## src/design/bnc_pkg.sv

```systemverilog
`timescale 1ns / 1ps
// ----------------------------------------------------------------------------
// bnc_pkg
// Shared types, character codes and register indexes of the bracket nesting
// checker.
// ----------------------------------------------------------------------------
package bnc_pkg;

  localparam int unsigned SCORE_W = 48;
  localparam logic [SCORE_W-1:0] SCORE_MAX = {SCORE_W{1'b1}};

  // Bracket characters
  localparam logic [7:0] CH_OPEN_PAREN   = 8'h28;
  localparam logic [7:0] CH_OPEN_SQUARE  = 8'h5B;
  localparam logic [7:0] CH_OPEN_CURLY   = 8'h7B;
  localparam logic [7:0] CH_OPEN_ANGLE   = 8'h3C;
  localparam logic [7:0] CH_CLOSE_PAREN  = 8'h29;
  localparam logic [7:0] CH_CLOSE_SQUARE = 8'h5D;
  localparam logic [7:0] CH_CLOSE_CURLY  = 8'h7D;
  localparam logic [7:0] CH_CLOSE_ANGLE  = 8'h3E;

  // Bracket kinds as stored on the stack
  localparam logic [1:0] KIND_PAREN  = 2'd0;
  localparam logic [1:0] KIND_SQUARE = 2'd1;
  localparam logic [1:0] KIND_CURLY  = 2'd2;
  localparam logic [1:0] KIND_ANGLE  = 2'd3;

  // Line status codes
  localparam logic [1:0] LS_BALANCED   = 2'd0;
  localparam logic [1:0] LS_CORRUPT    = 2'd1;
  localparam logic [1:0] LS_INCOMPLETE = 2'd2;
  localparam logic [1:0] LS_OVERFLOW   = 2'd3;

  // Configuration register indexes
  localparam logic [2:0] REG_ILL_PAREN  = 3'd0;
  localparam logic [2:0] REG_ILL_SQUARE = 3'd1;
  localparam logic [2:0] REG_ILL_CURLY  = 3'd2;
  localparam logic [2:0] REG_ILL_ANGLE  = 3'd3;
  localparam logic [2:0] REG_CMP_PAREN  = 3'd4;
  localparam logic [2:0] REG_CMP_SQUARE = 3'd5;
  localparam logic [2:0] REG_CMP_CURLY  = 3'd6;
  localparam logic [2:0] REG_CMP_ANGLE  = 3'd7;

  // Register reset values
  localparam logic [15:0] ILL_PAREN_RST  = 16'd3;
  localparam logic [15:0] ILL_SQUARE_RST = 16'd57;
  localparam logic [15:0] ILL_CURLY_RST  = 16'd1197;
  localparam logic [15:0] ILL_ANGLE_RST  = 16'd25137;
  localparam logic [7:0]  CMP_PAREN_RST  = 8'd1;
  localparam logic [7:0]  CMP_SQUARE_RST = 8'd2;
  localparam logic [7:0]  CMP_CURLY_RST  = 8'd3;
  localparam logic [7:0]  CMP_ANGLE_RST  = 8'd4;

  typedef struct packed {
    logic       is_open;
    logic       is_close;
    logic [1:0] kind;
  } char_class_t;

  function automatic char_class_t classify(logic [7:0] c);
    char_class_t r;
    r = '0;
    case (c)
      CH_OPEN_PAREN:   r = '{is_open: 1'b1, is_close: 1'b0, kind: KIND_PAREN};
      CH_OPEN_SQUARE:  r = '{is_open: 1'b1, is_close: 1'b0, kind: KIND_SQUARE};
      CH_OPEN_CURLY:   r = '{is_open: 1'b1, is_close: 1'b0, kind: KIND_CURLY};
      CH_OPEN_ANGLE:   r = '{is_open: 1'b1, is_close: 1'b0, kind: KIND_ANGLE};
      CH_CLOSE_PAREN:  r = '{is_open: 1'b0, is_close: 1'b1, kind: KIND_PAREN};
      CH_CLOSE_SQUARE: r = '{is_open: 1'b0, is_close: 1'b1, kind: KIND_SQUARE};
      CH_CLOSE_CURLY:  r = '{is_open: 1'b0, is_close: 1'b1, kind: KIND_CURLY};
      CH_CLOSE_ANGLE:  r = '{is_open: 1'b0, is_close: 1'b1, kind: KIND_ANGLE};
      default:         r = '0;
    endcase
    return r;
  endfunction

endpackage

```

## src/design/bnc_unwind.sv

```systemverilog
`timescale 1ns / 1ps
// ----------------------------------------------------------------------------
// bnc_unwind
// Completion score accumulator: score = sat48(score * 5 + weight), one step
// per enabled cycle.
// ----------------------------------------------------------------------------
module bnc_unwind
  import bnc_pkg::*;
(
  input  logic               clk_i,
  input  logic               clr_i,
  input  logic               en_i,
  input  logic [7:0]         weight_i,
  output logic [SCORE_W-1:0] score_o
);

  logic [SCORE_W-1:0] score_q, score_d;
  logic [SCORE_W+2:0] sum;

  // x*5 = (x << 2) + x
  assign sum = {1'b0, score_q, 2'b00} + {3'b000, score_q}
             + {{(SCORE_W - 5){1'b0}}, weight_i};

  always_comb begin
    score_d = score_q;
    if (clr_i) begin
      score_d = '0;
    end else if (en_i) begin
      score_d = (|sum[SCORE_W+2:SCORE_W]) ? SCORE_MAX : sum[SCORE_W-1:0];
    end
  end

  always_ff @(posedge clk_i) begin
    score_q <= score_d;
  end

  assign score_o = score_q;

endmodule

```

## config.mk

```make
export PLATFORM = sky130hd
export DESIGN_NAME = bnc_unwind
export DESIGN_NICKNAME = d
export VERILOG_FILES = /design/src/design/bnc_pkg.sv /design/src/design/bnc_unwind.sv
export SDC_FILE = /design/constraint.sdc
export NUM_CORES = 1
export LEC_CHECK = 0
export BUFFER_PORTS_ARGS = -buffer_cell sky130_fd_sc_hd__buf_2
export CAP_MARGIN = 20
export CORE_MARGIN = 2
export CORE_UTILIZATION = 35
export CTS_CLUSTER_DIAMETER = 60
export DETAILED_ROUTE_END_ITERATION = 10
export PLACE_DENSITY = 0.59
export SETUP_SLACK_MARGIN = 0.5
export SYNTH_ARGS = -nofsm -noshare
export SYNTH_HDL_FRONTEND = slang
export SYNTH_SLANG_ARGS = --single-unit
```

## constraint.sdc

```tcl
create_clock -name clk_i -period 4.25 [get_ports clk_i]
set_clock_uncertainty 0.2 [all_clocks]
set_input_delay 0.2125 -clock clk_i [delete_from_list [all_inputs] [get_ports clk_i]]
set_output_delay 0.2125 -clock clk_i [all_outputs]
set_load 0.05 [all_outputs]
```

# Word-level counts from Yosys, hierarchy flattened
# Cells that the tools add are included.
[totals]
ff_bits = 48
inputBits = 11
out_inout_bits = 48
wordCells = 5
[classes]
n_addsub = 2
n_mux = 1
n_reduce_logical = 1
[ops]
columns = ["cell", "count"]
rows = [
  ["$add 50x48->51", 1],
  ["$add 51x8->51", 1],
  ["$mux 48", 1],
  ["$reduce_or 3->1", 1],
]

# Logic depth before layout (Yosys ltp)
# Gate-level depths: netlist (run 1).
[depth]
word_depth = 4
ltp_mapped = 15
mapped_depth_nobuf = 13

# Least setup slack after synthesis (run 1)
# Ideal clock, no wire load.
[synth_path]
path_kind = "reg-to-reg"
startpoint = "reg score_q[0] (netlist: score_o[0])"
endpoint = "reg score_q[23] (netlist: score_o[23])"
setup_time_ns = 0.146
arrival_time_ns = 3.609
required_time_ns = 3.904
setup_slack_ns = 0.295
path_stages_with_launch = 16
path_buffers = 2
period_less_slack_ns = 3.955
cell_sequence = "dfxtp_1 inv_1 fa_1 inv_1 ha_1 a211oi_1 o21ai_2 o2111ai_1 nand4_1 a21oi_1 o21a_1 o2111ai_1 a211oi_2 buf_6 buf_6 a211oi_2"
[synth_via]
elab_chain_len = 4
[synth_rtl]
columns = ["item", "line_no", "source"]
rows = [
  ["start, declared", "bnc_unwind.sv:17", "logic [SCORE_W-1:0] score_q, score_d;"],
  ["start signal, assigned", "bnc_unwind.sv:34", "score_q <= score_d;"],
  ["$add 50x48->51 *", "bnc_unwind.sv:21", "assign sum = {1'b0, score_q, 2'b00} + {3'b000, score_q}"],
  ["$add 51x8->51 *", "bnc_unwind.sv:22", "+ {{(SCORE_W - 5){1'b0}}, weight_i};"],
  ["$reduce_or 3->1", "bnc_unwind.sv:29", "score_d = (|sum[SCORE_W+2:SCORE_W]) ? SCORE_MAX : sum[SCORE_W-1:0];"],
  ["$mux 48 *", "bnc_unwind.sv:29", ""],
]
# Mark *: on every way between the ends. The rest lies on a longest branch, timed or not.
# A chain may end at the register's enable or synchronous reset.

# Worst setup path in the final report (run 1)
[layout_path]
startpoint = "reg score_q[2] (netlist: score_o[2])"
endpoint = "reg score_q[42] (netlist: score_o[42])"
# Same word-level chain as after synthesis.

==> flow_summary.json, run 1 <==
{
  "status": "completed",
  "antenna_found_initial": 0,
  "insertion_delay_ns": 0.31,
  "wl_met2_mm": 6.952,
  "p_comb_share_pct": 71.6,
  "postRouteAntennaNets": 0,
  "diodes": 0,
  "drive_gt1_share_pct": 24.05,
  "endpoint_kind": "register",
  "syn_avg_cell_area_sq_um": 8.204,
  "initial_utilization_pct": 35.93,
  "ys_seq_elements": 48,
  "power_frac_seq_pct": 17.5,
  "fin_crit_sh_pct": 86.17,
  "ir_drop_v": 0.0001986,
  "holdWs_ns": 0.1438,
  "p_sw_mw": 2.062,
  "synth.distinct_cells": 54,
  "rsz0062_at_grt": "yes",
  "top_layer": "met4",
  "ys_warn_count": 0,
  "hold_class": "input pin to register",
  "ios": 59,
  "max_freq_ghz": 0.2731,
  "grt_pass1_vias": 4878,
  "crit_path_start_kind": "register",
  "intPower_mw": 1.840,
  "tritoncts": "built",
  "wl_per_cell_um": 16.71,
  "grt_first_pass_wirelength_mm": 24.25,
  "leakage_nw": 2.887,
  "path_class": "register to register",
  "largest_register_ffs": 48,
  "slew_headroom_pct": 62.11,
  "path_max_fanout": 4,
  "drc": 0,
  "hold_violations": 0,
  "clkTransAtPathRegs_ns": 0.08,
  "drt-initial-drc-count": 304,
  "place_congestion": 0.8782,
  "switching_share_pct": 52.84,
  "finalSetupTns_ns": 0,
  "netlist_instances": 639,
  "core-area_sq_um": 14590,
  "final_nets": 814,
  "drv_cap": 0,
  "required_ns": 4.25,
  "met1Wirelength_mm": 7.031,
  "dp_hpwl_mm": 10.74,
  "grt_util_all_layers_pct": 18.29,
  "hold_buffers": 0,
  "synth_area_sq_um": 5243,
  "seq_area_frac_synth_pct": 18.33,
  "avgViaCountPerCell": 5.692,
  "wl_mm": 14.89,
  "crit_arrival_ns": 3.66,
  "met3_length_um": 698,
  "grt_max_degree": 50,
  "clk_path_buf_depth": 2,
  "slew_violations": 0,
  "die_area_sq_um": 15970,
  "setup_viol": 0,
  "slowest_stage": "fa_1",
  "worstPathCellList": "buf_6 -> fa_1 -> ha_4 -> o211ai_1 -> o21ai_2 -> a21oi_2 -> o31ai_4 -> a211oi_4 -> buf_4 -> o31ai_2 -> a2111oi_0 -> a311oi_1 -> a211oi_2",
  "row_count": 44,
  "overflow": 0,
  "min_period_ns": 3.662,
  "clkSinkCount": 48,
  "syn2layout_area_growth_pct": 21.03,
  "power.density_nw_per_um2": 614.9,
  "first_pass_iters": 5,
  "critical-path-max-stage-delay_ns": 0.52,
  "root_buffer": "clkbuf_16",
  "die_h_um": 126.4,
  "synth-async-reset-ratio_pct": 0,
  "regArea_sq_um": 970.9,
  "numPortBuffers": 58,
  "cts_buffers": 5,
  "h-tree-depth": 2,
  "synth_ff_type": "dfxtp_1",
  "vias": 5072,
  "synth_edf_count": 0,
  "fillers": 1442,
  "multi_input_area_sq_um": 4285,
  "chipWidth_um": 126.4,
  "syn_nets": 747,
  "p_clk_share_pct": 11.0,
  "worst_slew_pin_slew_ns": 0.5683
}
## layout make-up
class / count / area share, %
multi-input cells: 541 / 67.54
flip-flops and latches: 48 / 15.30
repair buffers: 90 / 9.998
well taps: 184 / 3.628
clock buffers: 6 / 2.189
inverters: 20 / 1.183
clock inverters: 2 / 0.1578
## routing by layer
layer | vias up | GRT usage [%]
li1 | 2491 | -
met1 | 2441 | 24.75
met2 | 127 | 29.88
met3 | 13 | 3.290
met4 | 0 | 5.107
met5 | - | 0
## worst max-delay path: cells and delay by family, from the launching register on
family / cells / cell delay, ns
buf+inv: 2 / 0.28
fa+ha+maj: 2 / 0.83
compound gates: 9 / 1.91
flops: 1 / 0.33
## path summary, 6_finish.rpt
check,from,endpoint,slack (ns),depth (start not counted)
hold reg to reg,score_o[7],score_o[7],0.32,2
hold / removal,weight_i[0],score_o[0],0.14,4
setup reg to reg,score_o[2],score_o[42],0.59,13
setup / recovery,score_o[2],score_o[42],0.59,13
## power groups by stage
stage	registers, mW	clock network (mW)	logic (mW)
final	0.681	0.428	2.79
after global routing	0.702	0.459	3.05
after CTS	0.683	0.439	2.57
after detailed placement	0.695	0	2.44
after global placement	0.690	0	2.43
after floorplan	0.996	0	1.62
## cells in the final DEF (no fill, tap or decap), types with 5 or more instances in the layout
cell type  count
xor2_1        24
buf_4         23
a31oi_1        5
nand2_1       45
a21o_1        19
and3_1         5
ha_1          84
dfxtp_2        5
a211oi_2      28
dfxtp_1       42
inv_1         18
nand4_1       13
buf_2         58
xnor2_1       19
a211oi_1      26
nand2b_1       5
clkbuf_16      7
fa_1           5
nor2_1        81
o211ai_1       7
nand3_1       11
o21ai_0       23
o21bai_1      10
a21oi_2        5
a21oi_1       51
nor3_1         9
o21a_1         5
## cell usage after synthesis, types with 6 or more instances
cell type | number | area [sq um]
ha_1 | 90 | 1126
nor2_1 | 81 | 304.0
a21oi_1 | 55 | 275.3
dfxtp_1 | 48 | 960.9
nand2_1 | 45 | 168.9
a211oi_1 | 34 | 255.2
o21ai_0 | 24 | 120.1
xor2_1 | 24 | 210.2
a211oi_2 | 23 | 287.8
inv_1 | 20 | 75.07
a21o_1 | 19 | 142.6
xnor2_1 | 19 | 166.4
clkbuf_1 | 18 | 67.56
nand4_1 | 13 | 81.33
nand3_1 | 11 | 55.05
nor3_1 | 10 | 50.05
o21bai_1 | 10 | 75.07
buf_2 | 7 | 35.03
fa_1 | 7 | 140.1
o211ai_1 | 7 | 52.55
nand2b_1 | 6 | 37.54
## cells by family (layout without fill, tap and decap cells)
group	count (synthesis)	after routing	synth area share (%)
adders and majority gates	97	97	24.15
AOI/OAI and AO/OA	214	214	30.00
xor gates and xnor gates	43	43	7.184
buffers and inverters	50	118	4.224
muxes	2	2	0.3819
DFF	48	48	18.33
and+or+nand+nor	185	185	15.73
## stage by stage
stage | setup slack [ns] | util, % | power (mW) | instance area, sq um | std cells
CTS | 0.5011 | 40.92 | 3.688 | 5969 | 872
finish | 0.5878 | 43.49 | 3.901 | 6345 | 891
detailed placement | 0.09922 | 38.89 | 3.135 | 5674 | 855
global route | 0.4385 | 43.49 | 4.212 | 6345 | 891
global placement | 0.1893 | 38.89 | 3.122 | 5674 | 855
floorplan | 0.5079 | - | 2.615 | 5250 | 639
## timing repair
item,CTS,global route
resized for setup,14,35
cloned,1,2
pin swaps,9,30
buffers inserted,8,16
endpoints found under the setup margin,48,48
Note: power is estimated with default switching activity, not from simulation.
==> inputs of run 2 (changes only) <==
==> constraint.sdc (replaced) <==
create_clock -name clk_i -period 4.25 [get_ports clk_i]
set_clock_uncertainty 0.2 [all_clocks]
set_input_delay 0.6375 -clock clk_i [delete_from_list [all_inputs] [get_ports clk_i]]
set_output_delay 0.6375 -clock clk_i [all_outputs]
set_load 0.05 [all_outputs]
==> flow_summary.json, run 2 (synthesis gave the netlist of run 1 again) <==
{
  "final_nets": 812,
  "placedCellCount": 859,
  "clk_path_buf_depth": 2,
  "power_frac_seq_pct": 17.2,
  "hold_class": "register to register",
  "worst_slew_pin_slew_ns": 0.5471,
  "leakage_nw": 2.881,
  "clkSinkCount": 48,
  "path_max_fanout": 5,
  "drv_cap": 0,
  "largest_register_ffs": 48,
  "intPower_mw": 1.879,
  "grt_max_degree": 49,
  "die_h_um": 126.4,
  "critical-path-max-stage-delay_ns": 0.51,
  "power.density_nw_per_um2": 618.8,
  "fin_util_pct": 43.95,
  "syn2layout_area_growth_pct": 22.29,
  "p_clk_share_pct": 9.7,
  "hold_buffers": 0,
  "grt_util_all_layers_pct": 18.45,
  "status": "completed",
  "endpoint_kind": "register",
  "diodes": 0,
  "cts_buffers": 5,
  "numPortBuffers": 58,
  "wl_mm": 15.14,
  "slowest_stage": "fa_1",
  "layout_commonest_cell": "ha_1",
  "fillers": 1440,
  "die_area_sq_um": 15970,
  "crit_path_start_kind": "input pin",
  "required_ns": 4.26,
  "drc": 0,
  "core-area_sq_um": 14590,
  "tritoncts": "built",
  "drt-initial-drc-count": 313,
  "root_buffer": "clkbuf_16",
  "fin_cells": 887,
  "antenna_found_initial": 0,
  "r2r_slack_ns": 0.55,
  "switching_share_pct": 52.65,
  "slew_headroom_pct": 63.53,
  "overflow": 0,
  "hold_violations": 0,
  "slew_violations": 0,
  "postRouteAntennaNets": 0,
  "grt_first_pass_wirelength_mm": 24.70,
  "p_sw_mw": 2.089,
  "setup_viol": 0,
  "path_class": "input pin to register",
  "cpMostUsedCell": "a211oi_4",
  "crit_arrival_ns": 3.73,
  "drive_gt1_share_pct": 23.61,
  "insertion_delay_ns": 0.29,
  "p_comb_share_pct": 73.1,
  "chipWidth_um": 126.4,
  "first_pass_iters": 5,
  "vias": 5034,
  "h-tree-depth": 2,
  "final_cell_mix": "81 x ha_1, 80 x nor2_1, 58 x buf_2",
  "rsz0062_at_grt": "yes",
  "ir_drop_v": 0.0001769,
  "dp_hpwl_mm": 10.67,
  "initial_utilization_pct": 35.93,
  "fin_crit_sh_pct": 87.53,
  "grt_pass1_vias": 4977,
  "regArea_sq_um": 968.4,
  "avgViaCountPerCell": 5.675,
  "multi_input_area_sq_um": 4362,
  "min_period_ns": 3.720,
  "clkTransAtPathRegs_ns": 0.06,
  "row_count": 44,
  "place_congestion": 0.8912,
  "ios": 59,
  "worstPathCellList": "buf_2 -> fa_1 -> ha_4 -> o211ai_1 -> o21ai_2 -> a21oi_2 -> o31ai_4 -> a211oi_4 -> o31a_1 -> o21ai_4 -> a211oi_4 -> buf_6 -> buf_12 -> buf_16 -> a211oi_2",
  "wl_per_cell_um": 17.07,
  "max_freq_ghz": 0.2688
}
run 2: timing repair:
action	in CTS	in global routing
setup endpoints to repair	48	48
buffers inserted	13	4
pin swaps	28	14
gates cloned	3	1
resized for setup	28	25
run 2: metal layers:
layer,GRT usage [%],wire (um),vias to the layer above
met1,25.52,7299,2428
met4,4.913,155,0
met5,0,0,-
met3,2.067,445,10
li1,-,-,2489
met2,30.54,7237,107
run 2: through the flow:
stage,setup TNS (ns),power (mW),instance area (sq um),setup WS (ns),hold slack [ns]
floorplan,0,2.631,5270,0.5045,0.3812
global placement,0,3.149,5729,0.1223,0.2925
detailed placement,-1.030,3.172,5729,-0.04178,0.3008
CTS,0,3.856,6243,0.5019,0.3093
global route,0,4.284,6411,0.3924,0.3375
finish,0,3.967,6411,0.5299,0.3090
run 2: worst max-delay path, delay by kind of cell:
kind                       cells  cell delay [ns]
AOI/OAI and AO/OA              9             1.71
buffers and inverters          4             0.52
adders and majority gates      2             0.84
run 2: power by group through the flow:
| stage | Sequential [mW] | Combinational (mW) | Clock (mW) |
|---|---|---|---|
| floorplan | 0.996 | 1.64 | 0 |
| global placement | 0.688 | 2.46 | 0 |
| detailed placement | 0.695 | 2.48 | 0 |
| CTS | 0.685 | 2.78 | 0.394 |
| global route | 0.703 | 3.16 | 0.419 |
| finish | 0.681 | 2.90 | 0.386 |
run 2: layout make-up:
| type | instances | area share [%] |
|---|---|---|
| clock buffers | 6 | 2.010 |
| repair buffers | 88 | 10.09 |
| flip-flops and latches | 48 | 15.11 |
| multi-input cells | 541 | 68.03 |
| inverters | 20 | 1.171 |
| well taps | 184 | 3.591 |
run 2: worst paths after layout:
path / cells after the start / startpoint / endpoint
hold / removal: 2 / score_o[0] / score_o[0]
hold reg to reg: 2 / score_o[0] / score_o[0]
setup / recovery: 15 / weight_i[3] / score_o[40]
setup reg to reg: 16 / score_o[2] / score_o[25]
==> inputs of run 3 (changes only) <==
Settings changed: PLACE_DENSITY 0.59 to 0.6.
==> flow_summary.json, run 3 (synthesis gave the netlist of run 1 again) <==
{
  "status": "completed",
  "endpoint_kind": "register",
  "required_ns": 4.20,
  "hold_violations": 0,
  "worst_slew_pin_slew_ns": 0.6485,
  "drv_cap": 0,
  "ir_drop_v": 0.0001785,
  "rsz0062_at_grt": "yes",
  "layout_commonest_cell": "ha_1",
  "cts_buffers": 5,
  "hold_class": "register to register",
  "postRouteAntennaNets": 0,
  "numPortBuffers": 58,
  "root_buffer": "clkbuf_16",
  "crit_arrival_ns": 3.63,
  "clk_path_buf_depth": 2,
  "placed_cell_area_sq_um": 5717,
  "diodes": 0,
  "ios": 59,
  "overflow": 0,
  "r2r-start": "score_o[0]",
  "hold_path_end": "score_o[0]",
  "final_cell_mix": "86 x ha_1, 81 x nor2_1, 57 x buf_2",
  "dp_hpwl_mm": 10.64,
  "r2r_slack_ns": 0.62,
  "r2r-end": "score_o[31]",
  "worst_r2r_path_depth": 15,
  "drive_gt1_share_pct": 21.23,
  "worstHoldStart": "score_o[0]",
  "clkTransAtPathRegs_ns": 0.07,
  "path_class": "input pin to register",
  "fillers": 1437,
  "die_h_um": 126.4,
  "power.density_nw_per_um2": 615.2,
  "fin_util_pct": 42.85,
  "die_area_sq_um": 15970,
  "largest_register_ffs": 48,
  "first_pass_iters": 4,
  "wl_mm": 14.44,
  "core-area_sq_um": 14590,
  "antenna_found_initial": 0,
  "place_congestion": 0.8971,
  "path_max_fanout": 7,
  "fin_crit_sh_pct": 86.62,
  "drc": 0,
  "slew_violations": 0,
  "crit_path_start_kind": "input pin",
  "grt_util_all_layers_pct": 17.66,
  "drt-initial-drc-count": 336,
  "leakage_nw": 2.833,
  "grt_max_degree": 49,
  "avgViaCountPerCell": 5.627,
  "holdWs_ns": 0.3176,
  "grt_pass1_vias": 4924,
  "min_delay_path_depth": 2,
  "syn2layout_area_growth_pct": 19.24,
  "insertion_delay_ns": 0.29,
  "min_period_ns": 3.681,
  "initial_utilization_pct": 35.93,
  "grt_first_pass_wirelength_mm": 24.05,
  "row_count": 44,
  "tritoncts": "built",
  "vias": 4957,
  "wl_per_cell_um": 16.39,
  "slew_headroom_pct": 56.77,
  "stdcell_area_sq_um": 6251,
  "clkSinkCount": 48,
  "final_nets": 804,
  "setup_viol": 0,
  "chipWidth_um": 126.4,
  "h-tree-depth": 2,
  "finalSetupTns_ns": 0,
  "max_freq_ghz": 0.2716
}
-- run 3: per-layer routing --
metal / track usage, % / up-vias / routed length (um)
met5: 0 / - / 0
met4: 3.878 / 0 / 136
met3: 2.193 / 9 / 451
met2: 29.32 / 92 / 6756
met1: 24.55 / 2374 / 7092
li1: - / 2482 / -
-- run 3: final cells by class --
type / count / area (sq um) / share of cell area, %
inverter: 20 / 77.57 / 1.241
sequential: 48 / 965.9 / 15.45
timing repair buffer: 80 / 590.6 / 9.448
multi-input combinational: 541 / 4240 / 67.83
tap: 184 / 230.2 / 3.683
clock buffer: 8 / 146.4 / 2.342
-- run 3: worst max path at each step --
| stage | from | to | slack [ns] |
|---|---|---|---|
| floorplan | weight_i[2] | score_o[23] | 0.50 |
| global placement | weight_i[2] | score_o[2] | 0.09 |
| detailed placement | weight_i[2] | score_o[18] | -0.03 |
| CTS | score_o[2] | score_o[16] | 0.50 |
| global route | weight_i[7] | score_o[25] | 0.41 |
| finish | weight_i[3] | score_o[31] | 0.57 |
-- run 3: metrics by stage --
step	instances	total power, mW	setup WS (ns)
global placement	859	3.132	0.08799
floorplan	639	2.631	0.5045
CTS	874	3.670	0.5023
finish	881	3.846	0.5687
detailed placement	859	3.150	-0.02568
global route	881	4.160	0.4085
-- run 3: critical path: stages --
cell,delay (ns)
buf_2,0.11
fa_1,0.48
ha_1,0.36
o211ai_1,0.29
o21ai_4,0.10
o2111ai_2,0.19
nand4_1,0.15
a21oi_2,0.21
o21a_1,0.19
o2111ai_2,0.15
a211oi_4,0.29
buf_6,0.22
clkbuf_16,0.18
a211oi_2,0.06
-- run 3: repair_timing --
action / in CTS / in global routing
resized for setup: 14 / 28
cloned: 1 / 3
endpoints found under the setup margin: 48 / 48
pin swaps: 7 / 17
hold buffers: 0 / 0
buffers inserted: 6 / 3
-- run 3: where the power goes --
group	total, mW	switching (mW)	internal (mW)
clock network	0.414	0.178	0.236
logic	2.75	1.73	1.02
registers	0.678	0.126	0.551
